===== config.mk =====
export PLATFORM = sky130hd
export DESIGN_NAME = mdc_cell
export DESIGN_NICKNAME = d
export VERILOG_FILES = /design/src/mdc_pkg.sv /design/src/mdc_cell.sv
export SDC_FILE = /design/constraint.sdc
export NUM_CORES = 1
export LEC_CHECK = 0
export ABC_AREA = 1
export BUFFER_PORTS_ARGS = -buffer_cell sky130_fd_sc_hd__buf_4
export CAP_MARGIN = 0
export CORE_AREA = 2 2 136 138
export CTS_CLUSTER_DIAMETER = 50
export DETAILED_ROUTE_END_ITERATION = 12
export DIE_AREA = 0 0 138 140
export PLACE_DENSITY = 0.54
export SYNTH_ARGS = -nofsm -noshare
export SYNTH_HDL_FRONTEND = slang
export SYNTH_SLANG_ARGS = --single-unit

===== constraint.sdc =====
create_clock -name clk -period 3.4 [get_ports clk]
set_input_delay 0.51 -clock clk [delete_from_list [all_inputs] [get_ports clk]]
set_output_delay 0.51 -clock clk [all_outputs]
set_load 0.02 [all_outputs]

===== src/mdc_pkg.sv =====
// ----------------------------------------------------------------------------
// mdc_pkg: shared types and constants of the digit classifier
// Network dimensions, weight store layout, payload structs and control codes.
// ----------------------------------------------------------------------------
package mdc_pkg;

  localparam int INPUTS      = 784;
  localparam int HIDDEN      = 20;
  localparam int OUTPUTS     = 10;

  localparam int L1_STRIDE   = INPUTS + 1;
  localparam int L2_BASE     = L1_STRIDE * HIDDEN;
  localparam int L3_BASE     = L2_BASE + (HIDDEN + 1) * HIDDEN;
  localparam int STORE_DEPTH = L3_BASE + (HIDDEN + 1) * OUTPUTS;

  localparam int ADDR_W  = 14;
  localparam int WGT_W   = 16;
  localparam int PIX_W   = 8;
  localparam int DIGIT_W = 4;
  localparam int ACT_W   = 15;                 // sigmoid output, Q0.15
  localparam int OPND_W  = 16;                 // activation operand, up to 1.0
  localparam int PROD_W  = 32;                 // operand times weight
  localparam int ACC_W   = 40;                 // first-layer accumulator
  localparam int MAC_W   = 36;                 // layer two and three sums
  localparam int SUM_W   = 41;                 // value handed to the sigmoid
  localparam int CNT_W   = $clog2(INPUTS);
  localparam int NRN_W   = $clog2(HIDDEN);
  localparam int TERM_W  = $clog2(HIDDEN + 1);

  // round(pixel * 32768 / 255) = ({pixel, 127} * RECIP_255) >> 31
  localparam int RECIP_W   = 24;
  localparam int RECIP_255 = 8421505;
  localparam int SCALE_SH  = 31;

  localparam logic [OPND_W-1:0] ONE_Q15 = OPND_W'(32768);

  localparam logic OP_LOAD  = 1'b0;
  localparam logic OP_PIXEL = 1'b1;

  typedef struct packed {
    logic                     op;
    logic [ADDR_W-1:0]        weight_index;
    logic signed [WGT_W-1:0]  weight_value;
    logic [PIX_W-1:0]         pixel;
  } item_t;

  typedef struct packed {
    logic [DIGIT_W-1:0] digit;
    logic [ACT_W-1:0]   best_score;
  } result_t;

  typedef enum logic [2:0] {
    ST_IDLE,
    ST_L1_PIX,
    ST_L1_BIAS,
    ST_L2,
    ST_L3,
    ST_WAIT
  } state_t;

  typedef enum logic [1:0] {
    K_PIX,
    K_BIAS,
    K_L2,
    K_L3
  } kind_t;

  typedef struct packed {
    logic shift;
    logic add_en;
    logic clr;
  } cell_ctl_t;

endpackage


===== src/mdc_cell.sv =====
// ----------------------------------------------------------------------------
// mdc_cell: one accumulator cell of the first-layer ring
// Holds one neuron sum; on shift takes its neighbor's sum, optionally adding a
// term with saturation or loading zero.
// ----------------------------------------------------------------------------
module mdc_cell
  import mdc_pkg::*;
(
  input  logic                      clk,
  input  logic                      rst,
  input  cell_ctl_t                 ctl,
  input  logic signed [ACC_W-1:0]   prev,
  input  logic signed [PROD_W-1:0]  term,
  output logic signed [ACC_W-1:0]   sum
);

  localparam logic signed [ACC_W-1:0] ACC_MAX = {1'b0, {(ACC_W-1){1'b1}}};
  localparam logic signed [ACC_W-1:0] ACC_MIN = {1'b1, {(ACC_W-1){1'b0}}};

  logic signed [ACC_W:0]   wide;
  logic signed [ACC_W-1:0] sat;

  always_comb begin
    wide = {prev[ACC_W-1], prev} + (ACC_W+1)'(term);
    if (wide[ACC_W] != wide[ACC_W-1]) begin
      sat = wide[ACC_W] ? ACC_MIN : ACC_MAX;
    end else begin
      sat = wide[ACC_W-1:0];
    end
  end

  always_ff @(posedge clk) begin
    if (rst) begin
      sum <= '0;
    end else if (ctl.shift) begin
      if (ctl.clr) begin
        sum <= '0;
      end else if (ctl.add_en) begin
        sum <= sat;
      end else begin
        sum <= prev;
      end
    end
  end

endmodule


=== Word level (Yosys, flattened, before mapping) ===
Cells that the tools add are included.

* Register bits after elaboration: 40
* Output and inout bits: 40

* $add $sub $neg: 1
* Equal/unequal tests: 1
* Mux-type cells: 4

{| class="wikitable"
|+ Operators with widths
! operator !! count
|-
| two-way mux 40 bit || 4
|-
| adder 40 x 32 -> 41 bit || 1
|-
| inequality test 1 bit || 1
|}

=== Longest topological paths before layout ===
Gate-level depths: netlist of the first run.

* Depth after elaboration: 5
* Depth in mapped cells: 18
* Depth with buffers taken out: 18

=== Least setup slack after synthesis of the first run ===
Ideal clock, no wire load.

* Path kind: in2reg
* Start: input prev[0]
* End: register sum[12]
* Library setup time: 0.142 ns
* Arrival time: 2.329 ns
* Required time: 3.258 ns
* Slack: 0.930 ns
* Stages on the path: 17
* Buffers on the path: 1
* Cells stage by stage: ha_1 -> fa_1 -> nand2_1 -> nand3_1 -> nand3_1 -> nand2_2 -> nand2_1 -> nand3_2 -> nand2_2 -> nand2_2 -> nand2_1 -> nand2_4 -> nand2_4 -> buf_6 -> nand3_2 -> nand3_2 -> a21oi_2

* Word-level cells in the longest chain between the ends: 5

{| class="wikitable"
|+ Ends and longest elaborated chain
! item !! RTL line !! RTL
|-
| start: declaration || mdc_cell.sv:12 || <nowiki>input logic signed [ACC_W-1:0] prev,</nowiki>
|-
| adder 40 x 32 -> 41 bit * || mdc_cell.sv:24 || <nowiki>wide = {prev[ACC_W-1], prev} + (ACC_W+1)'(term);</nowiki>
|-
| two-way mux 40 bit / inequality test 1 bit (equally long branches) || mdc_cell.sv:26, mdc_cell.sv:25 ||
|-
| two-way mux 40 bit * || mdc_cell.sv:25 || <nowiki>if (wide[ACC_W] != wide[ACC_W-1]) begin</nowiki>
|-
| two-way mux 40 bit * || mdc_cell.sv:38 || <nowiki>end else if (ctl.add_en) begin</nowiki>
|-
| two-way mux 40 bit * || mdc_cell.sv:36 || <nowiki>if (ctl.clr) begin</nowiki>
|-
| end signal: assignment || mdc_cell.sv:39 || <nowiki>sum <= sat;</nowiki>
|-
| end signal: assignment || mdc_cell.sv:41 || <nowiki>sum <= prev;</nowiki>
|-
| end: declaration || mdc_cell.sv:14 || <nowiki>output logic signed [ACC_W-1:0] sum</nowiki>
|}

Mark *: on every way between the ends. The rest lies on a longest branch, timed or not.
A chain may end at the register's enable or synchronous reset.

=== Final worst setup path of the first run ===
* Start: input prev[0]
* End: register sum[10]

The elaborated chain is that of the path after synthesis.

==> impl_summary.md, run 1 <==
Logic synthesis
Yosys printed 0 warnings. For this run, the leading register cell type out of synthesis is sky130_fd_sc_hd__dfxtp_1. Of the synthesized area, sequential elements account for 14.8%. Each instance of the synthesized netlist takes up on average about 6.2 sq um. The number of flops mapped to enable cells by yosys is 0.

Synthesis instantiated between 40 and 50 different standard cells from the library. Synthesis handed over a netlist of 875 instances. Counting flops and latches in the post-synthesis netlist gives 40. The proportion of register bits with asynchronous set or reset after synthesis is 0%. The synthesized area is about 5400 sq um. When the netlist entered floorplanning its net count stood at 993.

Clocking
CTS saw 40 sinks. The number of CTS-inserted buffers is 5. After clock tree synthesis, the setup repair step added 0 buffers. In this run the number of H-tree levels came out at 2.

The total of hold buffers inserted after clock tree synthesis is 0. The maximum root-to-sink buffer count is 2. The CTS tree is yes. Once the clock tree was built, the resizer swapped 0 gates to a different size. In this run the clock root is driven by a sky130_fd_sc_hd__clkbuf_16. The clock insertion delay at the later pin of the skew report is between 0.2 and 0.3 ns.

Clock-pin slew was measured on the worst setup and hold paths at around 0.060 ns.

GRT
The global routing usage summed across all routing layers is between 10% and 20%. The number of global-route vias before repair is around 5,500. The number of antenna violations at the first check in global routing is 0. The maximum number of pins on one net before global-route repair is 50.

The wire length of the first global-routing pass is just under 30,000 um. The total overflow left after global routing is 0.

Die
The vertical die dimension is roughly 140 um. For this configuration, the core starts out at a cell density of a little under a third. The total core area is 17,800 sq um.

The floorplan die area is ~19,000 sq um. From left edge to right edge, the die measures roughly 140 um. The boundary pin count is ~120. In this run the core area contains 49 standard-cell rows.

Worst setup path
For the worst setup path, the data required time is 3.62 ns. The critical path is of the in -> reg type. The largest fanout of any net on the critical path is 21. The worst setup path is captured at a register. The arrival time at the worst endpoint is just over 3 ns.

The worst setup path is launched from an input port.

Drt
The first routing iteration left between 400 and 500 violations. Before antenna repair, the detailed router went through 7 iterations. In the routed design, unresolved DRC markers number 0. Dividing the detail-routed wire length by the instance count gives about 15 um. The overall routed net length is between 15,000 and 20,000 um.

The detailed-route via count is roughly 5,800. The number of antenna-violating nets in the routed design is 0. Dividing the detail-routed via count by the number of cells gives approximately 4.8.

Cells and area
The library cell used most frequently in the layout, excluding fill and tap cells, is sky130_fd_sc_hd__nand2_1. The number of non-filler instances in the completed layout is approximately 1,200. At the end of the flow the core is filled with cells to 37.2%. The signed area change from the synthesized netlist to the final layout is 22.1%. The flip-flop count of the largest register after layout is 40. After the last flow step, the layout net total stands at 1,097. Leaving out fill and tap cells, the most frequent cells in the layout are sky130_fd_sc_hd__nand2_1 (248), sky130_fd_sc_hd__nor2_1 (138), sky130_fd_sc_hd__buf_4 (124). Cells with a size suffix above 1 make up roughly a quarter of the layout.

The largest registers in the layout are sum (40). The antenna cell count is 0. The register with the most flip-flops in the final layout is sum.

Power
The maximum resistive drop on vdd is ~0.26 mV. The design draws between 2000 and 2500 uW. The leakage power total is around 0.0032 uW. Dividing total power by cell area gives a power density of about 320 nW/um^2.

Placement
Summed over all nets, the half-perimeter wirelength after detailed placement is ~15,000 um. The number of port buffers is between 100 and 150. The pre-CTS setup slack is approximately 0.25 ns. The weighted congestion reported at the end of routability-driven placement is between 0.9 and 1. The number of placed instances, taps included, is around 1,200.

Timing
The total count of hold-check failures in the final report is 0. The time the final worst path needs with I/O delays and setup is between 2 and 3 ns. Setup repair after global routing left no endpoint under its margin. Headroom to the max-slew limit came out at around 53%.

The worst path uses a little over four fifths of the clock period. Once routing completed, OpenROAD measured the worst setup slack at around 0.55 ns. Clock skew on the completed layout was measured at 0 ns. Setup violations remaining at the end of the flow were counted as 0. Adding up every negative setup slack in the final design gives 0 ns. For the pin with the worst max-slew slack, the measured transition is between 0.7 and 0.8 ns.

The number of pins with negative max-slew slack in the final report is 0. For this run, the top clock speed supported by timing is between 300 and 400 MHz.

Flow run
The tool flagged a number of max-cap violations equal to 0.

Hold path
The path class of the tightest hold or removal check is reg -> reg.

Outcome
The run finished with clean final reports.
[where the power goes]
group	internal (uW)	leakage (uW)	switching [uW]	total (uW)
logic	387	0.00278	640	1030
clock network	346	0.0000808	202	548
registers	498	0.000327	19.8	518
total	1230	0.00319	862	2090
[synthesized netlist by cell type (11+ instances only)]
cell	n	area (sq um)
sky130_fd_sc_hd__o21ai_0	15	75.1
sky130_fd_sc_hd__nand3b_1	11	82.6
sky130_fd_sc_hd__nand3_1	41	205
sky130_fd_sc_hd__nand2_1	248	931
sky130_fd_sc_hd__inv_1	84	315
sky130_fd_sc_hd__nor2_1	138	518
sky130_fd_sc_hd__dfxtp_1	40	801
sky130_fd_sc_hd__nand4_1	11	68.8
sky130_fd_sc_hd__a21oi_1	51	255
sky130_fd_sc_hd__ha_1	40	500
sky130_fd_sc_hd__a21oi_2	33	289
sky130_fd_sc_hd__nand3_2	51	510
sky130_fd_sc_hd__xnor2_1	19	166
sky130_fd_sc_hd__nand2_2	18	113
sky130_fd_sc_hd__clkbuf_1	11	41.3
[cells by family after synthesis]
| group | after synthesis | share of synthesized area [%] |
|---|---|---|
| adders and majority gates | 41 | 9.61 |
| buffers and inverters | 113 | 9.63 |
| DFF | 40 | 14.8 |
| xor gates and xnor gates | 24 | 3.88 |
| AOI/OAI and AO/OA | 116 | 13.5 |
| and+or+nand+nor | 541 | 48.6 |
[layout make-up]
class,instances,area [sq um]
Clock buffer,6,129
Tap cell,229,287
Multi-Input combinational cell,722,4100
Timing Repair Buffer,125,951
Sequential cell,40,801
Clock inverter,2,35.0
Fill cell,1992,11200
Inverter,85,319
[final timing paths]
kind | slack, ns | to | cells past startpoint | startpoint
setup reg to reg | 2.68 | sum[14] | 2 | sum[14]
hold / removal | 0.47 | sum[31] | 2 | sum[31]
hold reg to reg | 0.47 | sum[31] | 2 | sum[31]
setup / recovery | 0.55 | sum[10] | 17 | prev[0]
[per-layer routing]
metal	track usage [%]	wire length, um	vias up
met3	1.91	967	16
met5	0	0	-
li1	-	-	3032
met1	29.1	9450	2577
met2	28.7	7950	174
met4	4.40	273	0
[worst max-delay path, stage by stage]
cell and delay (ns):
sky130_fd_sc_hd__buf_4 0.11, sky130_fd_sc_hd__ha_1 0.23, sky130_fd_sc_hd__fa_1 0.44, sky130_fd_sc_hd__nand2_1 0.08
sky130_fd_sc_hd__nand3_1 0.10, sky130_fd_sc_hd__nand3_1 0.10, sky130_fd_sc_hd__nand2_2 0.09, sky130_fd_sc_hd__nand2_1 0.09
sky130_fd_sc_hd__nand3_2 0.10, sky130_fd_sc_hd__nand2_2 0.10, sky130_fd_sc_hd__nand2_2 0.05, sky130_fd_sc_hd__nand2_1 0.06
sky130_fd_sc_hd__nand2_1 0.10, sky130_fd_sc_hd__nand3_4 0.26, sky130_fd_sc_hd__buf_4 0.37, sky130_fd_sc_hd__nand3_2 0.12
sky130_fd_sc_hd__a21oi_2 0.13
[stage by stage]
step	instance area, sq um	hold slack (ns)
finish	6620	0.467
global route	6620	0.485
CTS	6620	0.468
detailed placement	6450	0.459
global placement	6450	0.454
floorplan	5420	0.544
Power figures use the tool's default switching activity.
==> inputs of run 2 (changes only) <==
--- a/config.mk
+++ b/config.mk
@@ -12,7 +12,7 @@
 export CTS_CLUSTER_DIAMETER = 50
 export DETAILED_ROUTE_END_ITERATION = 12
 export DIE_AREA = 0 0 138 140
-export PLACE_DENSITY = 0.54
+export PLACE_DENSITY = 0.55
 export SYNTH_ARGS = -nofsm -noshare
 export SYNTH_HDL_FRONTEND = slang
 export SYNTH_SLANG_ARGS = --single-unit
==> constraint.sdc (replaced) <==
create_clock -name clk -period 2.3 [get_ports clk]
set_input_delay 0.345 -clock clk [delete_from_list [all_inputs] [get_ports clk]]
set_output_delay 0.345 -clock clk [all_outputs]
set_load 0.02 [all_outputs]
==> run 2 against run 1 <==
Global-route usage grew 1.3 points. Critical endpoint is now sum[37]. Non-clock buffer count grew 164. Highest routed layer unchanged. Final cell count grew 14%. Largest power group unchanged.
==> impl_summary.md, run 2 (synthesized netlist as in run 1, its figures left out) <==
Worst setup path
The signal on the critical path passes through buf_4 -> ha_1 -> nand2_1 -> o21ai_1 -> inv_1 -> nand2_1 -> a21oi_4 -> nand3_1 -> nand2_4 -> nand3_4 -> buf_12 -> nand3_1 -> a21oi_1. The arrival time at the worst endpoint is 2.37 ns. In this run the worst path has a maximum fanout of 5. The category of the worst setup path launch point is an input port. The critical path in this run is classified as in -> reg.

The reg2reg setup slack is 1.56 ns. The largest individual stage delay along the critical path comes from the cell sky130_fd_sc_hd__ha_1. The endpoint class of the critical path is a register. The worst path required time is between 2 and 2.5 ns.

For this run, the slowest stage of the critical path takes 0.35 ns.

Die
From left edge to right edge, the die measures ~140 um. During I/O placement, the number of pins put on the boundary was between 100 and 150. For this configuration, the core starts out at a cell density of 30.5%. The number of standard-cell rows in the floorplan is around 50. Measured along the y axis, the die boundary spans between 100 and 150 um. The floorplan die area is a little under 20,000 sq um. The region available for standard cell placement spans 17,800 sq um.

Clocking
The total of hold buffers inserted after clock tree synthesis is 0. For the worst-skew pair, the clock arrives at the later sink with an insertion delay of 0.29 ns. The clock drives 40 sinks. The clock transition time at the flip-flop clock pins of the worst setup and hold paths is ~0.07 ns. The buffer type at the clock tree root is sky130_fd_sc_hd__clkbuf_16.

TritonCTS built the clock tree. The clock passes through at most 2 buffers. The number of clock buffers added by TritonCTS is 5. The number of H-tree levels is 2.

Timing
The number of pins with negative max-slew slack in the final report is 0. At the pin with the least slew margin, the transition time is around 0.87 ns. Across the routed clock network, the largest skew measured is 0 ns. The smallest clock period supported by the final layout is computed as 2.22 ns. The maximum clock frequency is 450 MHz.

Of the available clock period, the critical path in the final layout requires approximately 97%. The worst slew margin relative to its limit is 41.8%. Setup repair after global routing could not meet its margin everywhere. The total count of hold-check failures in the final report was 0.

After routing, the total negative slack on setup checks comes to 0 ns. Setup violations remaining at the end of the flow were counted as 0.

Placement
The cell count after placement is approximately 1,400. The number of port buffers is approximately 120. The wire-length estimate of the detail-placed layout is about 17,000 um. Routability-driven placement finished with a final weighted congestion of 0.961.

Cells and area
The antenna cell count is 0. The finished layout holds around 1,400 standard cells, fillers aside. In the final layout, the registers with the most flip-flops are sum (40). In the final layout, the share of cells above drive strength 1 is between 40% and 50%.

The register with the most flip-flops in the final layout is sum. The register with the most flip-flops in the layout has 40 of them. The number of fill cells is roughly 1,900. The library cells used most frequently in the layout, excluding fill and tap cells, are sky130_fd_sc_hd__buf_4 (279), sky130_fd_sc_hd__nand2_1 (234), sky130_fd_sc_hd__nor2_1 (132). The area growth from synthesis to layout is 54.8%. The net count reported at finish is between 1,000 and 1,500. The most common cell after layout, fill and taps aside is sky130_fd_sc_hd__buf_4.

Power
The maximum resistive drop on vdd is 0.282 mV. Summed over all nets, the switching power comes to between 1000 and 1500 uW. In this run the power density over the cells is around 440 nW/um^2.

The clock share of power is 22.9%. The share of total power dissipated in sequential elements is 20.8%. The total chip power is around 3700 uW. The proportion of power drawn by combinational gates is 56.4%. The internal cell power is approximately 2200 uW. The fraction of power spent switching nets is between 30% and 40%. The leakage power total is about 0.0040 uW.

Hold path
The worst hold path belongs to the class in -> reg.

Drt
After detailed routing, the average wire length per cell comes to around 15 um. In the routed design, unresolved DRC markers number 0. The detailed-route via count is ~6,500. The overall routed net length is approximately 21,000 um. For this run, the detailed router's first-pass iteration total came to 5. The per-cell via count in the routed design is approximately 4.7.

In this run the remaining antenna-violating nets after routing total 0. The initial DRC count is ~400.

GRT
The number of antenna violations at the first check in global routing is 0. The total overflow reported by the global router is 0. The first global-routing pass estimated around 32,000 um of wire. The maximum number of pins on one net before global-route repair is 41.

For this run, the total global-route usage over all layers was measured as between 20 and 25%. The number of global-route vias before repair was around 6,300.

Flow run
Across the run, the number of max-cap violations was 0.

Outcome
The run finished with clean final reports.
-- run 2: cell types whose count changed in the layout (fill, tap and decap cells not counted), sizes merged --
cell,delta
nand3,+1
buf,+162
clkbuf,+1
clkinvlp,+1
-- run 2: repair_timing --
action / in CTS / in global routing
buffers inserted: 0 / 9
setup endpoints to repair: 7 / 39
pin swaps: 1 / 13
cloned: 0 / 3
resized for setup: 2 / 81
-- run 2: final timing paths --
path / to / cells after the start / start
min: sum[11] / 5 / prev[11]
min reg2reg: sum[28] / 2 / sum[28]
max reg2reg: sum[17] / 2 / sum[17]
max: sum[37] / 13 / prev[29]
-- run 2: routing by layer --
layer	up-vias	routed length (um)	GRT usage, %
li1	3367	-	-
met1	2953	10100	30.0
met2	185	9250	32.5
met3	19	1100	1.64
met4	0	338	4.73
met5	-	0	0
-- run 2: through the flow --
step | hold slack [ns] | util [%] | setup slack [ns] | instance area (sq um)
after floorplan | 0.544 | - | 0.0529 | 5420
after global placement | 0.459 | 43.1 | -0.269 | 7670
after detailed placement | 0.458 | 43.1 | -0.321 | 7670
after CTS | 0.440 | 44.1 | 0.00658 | 7840
after global routing | 0.463 | 47.2 | -0.0541 | 8390
final | 0.448 | 47.2 | 0.0790 | 8390
-- run 2: layout make-up --
| type | instances | area (sq um) | area share, % |
|---|---|---|---|
| Multi-Input combinational cell | 723 | 4530 | 54.0 |
| Timing Repair Buffer | 289 | 2290 | 27.3 |
| Sequential cell | 40 | 801 | 9.55 |
| Inverter | 85 | 319 | 3.80 |
| Tap cell | 229 | 287 | 3.42 |
| Clock buffer | 5 | 125 | 1.49 |
| Clock inverter | 3 | 42.5 | 0.507 |
-- run 2: power groups by stage --
stage / sequential [uW] / clock [uW] / combinational (uW)
2_1_floorplan: 824 / 0 / 1000
3_3_place_gp: 780 / 0 / 1870
3_5_place_dp: 781 / 0 / 1880
4_1_cts: 765 / 853 / 1890
5_1_grt: 770 / 868 / 2260
6_report: 766 / 843 / 2080
-- run 2: worst max-delay path, delay by kind of cell --
family	cells	cell delay (ns)
simple gates	6	0.87
buf+inv	3	0.41
compound gates	3	0.40
fa+ha+maj	1	0.35
==> inputs of run 3 (changes only) <==
==> config.mk (replaced) <==
export PLATFORM = sky130hd
export DESIGN_NAME = mdc_cell
export DESIGN_NICKNAME = d
export VERILOG_FILES = /design/src/mdc_pkg.sv /design/src/mdc_cell.sv
export SDC_FILE = /design/constraint.sdc
export NUM_CORES = 1
export LEC_CHECK = 0
export BUFFER_PORTS_ARGS = -buffer_cell sky130_fd_sc_hd__buf_4
export CAP_MARGIN = 0
export CORE_AREA = 2 2 137 106
export CTS_CLUSTER_DIAMETER = 50
export DETAILED_ROUTE_END_ITERATION = 12
export DIE_AREA = 0 0 139 108
export PLACE_DENSITY = 0.57
export SYNTH_ARGS = -nofsm -noshare
export SYNTH_HDL_FRONTEND = slang
export SYNTH_SLANG_ARGS = --single-unit
==> run 3 against run 2 <==
The run now ends with negative setup slack left. Fmax fell by 15%. Clock power fell by 3.0%. Cell area fell by 7.0%. Worst hold slack got worse by 0.19 ns. Final cell count fell by 24%. Clock-buffer cell count did not move. Combinational power rose by 2%. Worst setup slack got worse by 0.39 ns.
==> impl_summary.md, run 3 <==
Clocking
CTS placed an instance of sky130_fd_sc_hd__clkbuf_16 at the clock tree root. Clock tree synthesis inserted a total of 5 buffers. The number of sinks driven by the clock tree is 40. The maximum root-to-sink buffer count is 2. The clock transition time at the flip-flop clock pins of the worst setup and hold paths is 0.06 ns. The total of hold buffers inserted after clock tree synthesis is 0.

TritonCTS built the clock tree. The H-tree was split into 2 levels. The clock insertion delay at the later pin of the skew report is between 0.2 and 0.3 ns.

Worst setup path
The worst setup path startpoint is prev[0]. The cell at the slowest stage of the critical path is sky130_fd_sc_hd__fa_2. In this design, the stage delay of the slowest critical-path cell is around 0.35 ns. STA classifies the critical path startpoint as an input port. STA classifies the critical path endpoint as a register. Broken down by cell family, the worst path's largest delay share belongs to compound AO/OA/AOI/OAI gates. Along the worst path, the maximum fanout reaches 5. For the worst setup path, the data required time is 2.48 ns.

STA puts the critical path data arrival time at approximately 2.8 ns. The critical path goes through buf_8 -> ha_4 -> fa_2 -> a211oi_2 -> o21a_1 -> a2111oi_4 -> nor2_2 -> o32ai_2 -> or2_4 -> buf_6 -> nand3_4 -> buf_12 -> o211ai_1 -> a22o_1. The startpoint identified for the worst register-to-register timing path is sum[38]. The worst setup path is of the in -> reg kind. The count of buffer and inverter cells on the critical path is 3. The critical path runs through a total of 14 cells. The worst register-to-register path has a depth of 2.

Drt
The detailed-route via count is 5,605. The overall routed net length is 18,600 um. The per-cell via count in the routed design is 5.38.

After detailed routing, the number of remaining DRC violations is 0. In this run, the number of DRC markers left after iteration 0 of detailed routing was 373. In this run the remaining antenna-violating nets after routing total 0. After detailed routing, the average wire length per cell comes to between 15 and 20 um. The number of optimization iterations in the first detailed-route pass is 5.

GRT
The number of global-route vias before repair is ~5,400. After global routing the overflow that remains totals 0. The maximum number of pins on one net before global-route repair is 26. The number of antenna violations at the first check in global routing is 0.

The first global-routing pass estimated around 29,000 um of wire. The global routing usage summed across all routing layers is 23.7%.

Outcome
The final reports fail on negative setup slack. The flow ran to the end, but the final reports show violations.

Logic synthesis
Synthesis instantiated 71 different standard cells from the library. The number of flops mapped to enable cells by yosys is 0. The synthesized instance count is about 560. The synthesized netlist net count is 682.

The number of warnings reported in the yosys synthesis log is 0. The proportion of register bits with asynchronous set or reset after synthesis is 0%. Counting instances in the post-synthesis netlist gives the leading cell types as sky130_fd_sc_hd__nand2_1 (88), sky130_fd_sc_hd__o21ai_0 (57), sky130_fd_sc_hd__a21oi_1 (49).

The most common cell in the synthesized netlist is sky130_fd_sc_hd__nand2_1. The share of the Yosys chip area taken by registers is between 10% and 20%. The average instance in the mapped netlist occupies approximately 7.4 sq um. The synthesized area is 4160 sq um. The number of register bits inferred by synthesis is 40. In the post-synthesis netlist, the biggest area contributors are sky130_fd_sc_hd__dfxtp_1 (19%), sky130_fd_sc_hd__ha_1 (12%), sky130_fd_sc_hd__nand2_1 (7.9%).

sky130_fd_sc_hd__dfxtp_1 takes more of the synthesized area than any other cell. The share of the synthesized area in the top cell type is roughly 19%. In the synthesized netlist the dominant register cell turns out to be sky130_fd_sc_hd__dfxtp_1.

Cells and area
In the layout the commonest cells are sky130_fd_sc_hd__buf_4 (294), sky130_fd_sc_hd__nand2_1 (76), sky130_fd_sc_hd__dfxtp_1 (40). The library cell used most frequently in the layout, excluding fill and tap cells, is sky130_fd_sc_hd__buf_4. Counting flops per register, the top entry is sum. The antenna cell count is 0. In the final layout, the registers with the most flip-flops are sum (40). From synthesis to final layout, the design area changed by 87.4%. Cells with a size suffix above 1 make up 50.9% of the layout.

Counting the fill cells in the layout gives 1,191. The register with the most flip-flops in the layout has 40 of them. The net count reported at finish is 983.

Placement
At the end of routability-driven placement, the weighted congestion stood at 0.986. The HPWL reported at the end of detailed placement is ~15,000 um. Before CTS, the worst setup slack after placement is -0.746 ns. The number of port buffers is around 120.

Timing
Setup slack on the critical path of the routed design comes to -0.307 ns. Summed over all failing endpoints, the final setup total negative slack is -10.39 ns. For the pin with the worst max-slew slack, the measured transition is just under 0.6 ns. The maximum clock frequency is ~380 MHz. The portion of the clock cycle consumed by the worst path in the final layout is 113%. The time the final worst path needs with I/O delays and setup is roughly 2.6 ns. The total of endpoints with negative setup slack in the final report is 40. Hold is met by around 0.26 ns. On the final layout, the worst clock skew is 0 ns. Setup repair after global routing could not meet its margin everywhere.

The worst slew margin relative to its limit is 60.4%. The total count of hold-check failures in the final report is 0. The number of pins with negative max-slew slack in the final report is 0.

Die
The die is ~140 um wide. The core region is about 14,000 sq um. The floorplan has 37 rows.

The vertical die dimension is ~110 um. The effective utilization at floorplan is 30.8%. The floorplan die area is 15,000 sq um. In this run the count of I/O pins placed on the die edge is approximately 120.

Hold path
The launch instance of the worst min-delay path is rst. The path class of the tightest hold or removal check is in -> reg. The worst hold path passes through 2 cells.

Power
The total power density per cell area is around 480 nW/um^2. The maximum resistive drop on vdd is approximately 0.32 mV. For this design the static power due to leakage is around 0.0034 uW.

Flow run
The count of max-cap constraint violations is 0.
==> run 3: power breakdown <==
group / internal [uW] / total [uW] / leakage, uW / switching (uW)
registers: 740 / 770 / 0.000327 / 30.0
logic: 1080 / 2120 / 0.00298 / 1040
clock network: 516 / 818 / 0.0000840 / 303
total: 2340 / 3710 / 0.00340 / 1370
==> run 3: final timing paths <==
kind | endpoint | slack (ns)
setup / recovery | sum[22] | -0.31
hold / removal | sum[39] | 0.26
setup reg to reg | sum[38] | 1.57
hold reg to reg | sum[37] | 0.45
==> run 3: logic make-up after synthesis <==
family | after synthesis | synth area share, %
AOI/OAI and AO/OA | 213 | 33.3
xor gates and xnor gates | 35 | 7.37
adders and majority gates | 41 | 12.5
buffers and inverters | 40 | 4.84
DFF | 40 | 19.2
muxes | 9 | 2.25
and+or+nand+nor | 186 | 20.5
==> run 3: worst register-to-register path, delay by kind of cell, from the launching register on <==
kind	cells	cell delay [ns]
AO/OA/AOI/OAI	2	0.29
flip-flops	1	0.37
==> run 3: area by class of cell <==
| class | count | area [sq um] | share of cell area [%] |
|---|---|---|---|
| clock inverters | 3 | 47.5 | 0.610 |
| clock buffers | 5 | 125 | 1.60 |
| flip-flops and latches | 40 | 801 | 10.3 |
| repair buffers | 322 | 2580 | 33.1 |
| well taps | 175 | 219 | 2.81 |
| multi-input cells | 485 | 3980 | 51.1 |
| inverters | 11 | 41.3 | 0.529 |
==> run 3: metrics by stage <==
stage | instances | power [uW] | instance area [sq um] | util, %
6_report | 1041 | 3710 | 7800 | 57.7
5_1_grt | 1041 | 3890 | 7800 | 57.7
4_1_cts | 1033 | 3590 | 7540 | 55.8
3_5_place_dp | 1008 | 2510 | 6630 | 49.0
3_3_place_gp | 1008 | 2490 | 6630 | 49.0
2_1_floorplan | 564 | 1670 | 4320 | -
==> run 3: timing repair <==
action	in CTS	in global routing
pin swaps	44	25
gates resized for setup	100	52
setup buffers	13	11
setup endpoints to repair	40	40
cloned	4	1
==> run 3: layer usage <==
layer  global-route usage [%]  part of all wire (%)  vias up
met5                        0                     0        -
met4                     4.76                   1.5        0
met3                     2.61                   6.4       27
met2                     34.7                    42      207
met1                     37.2                    51     2664
li1                         -                     -     2707
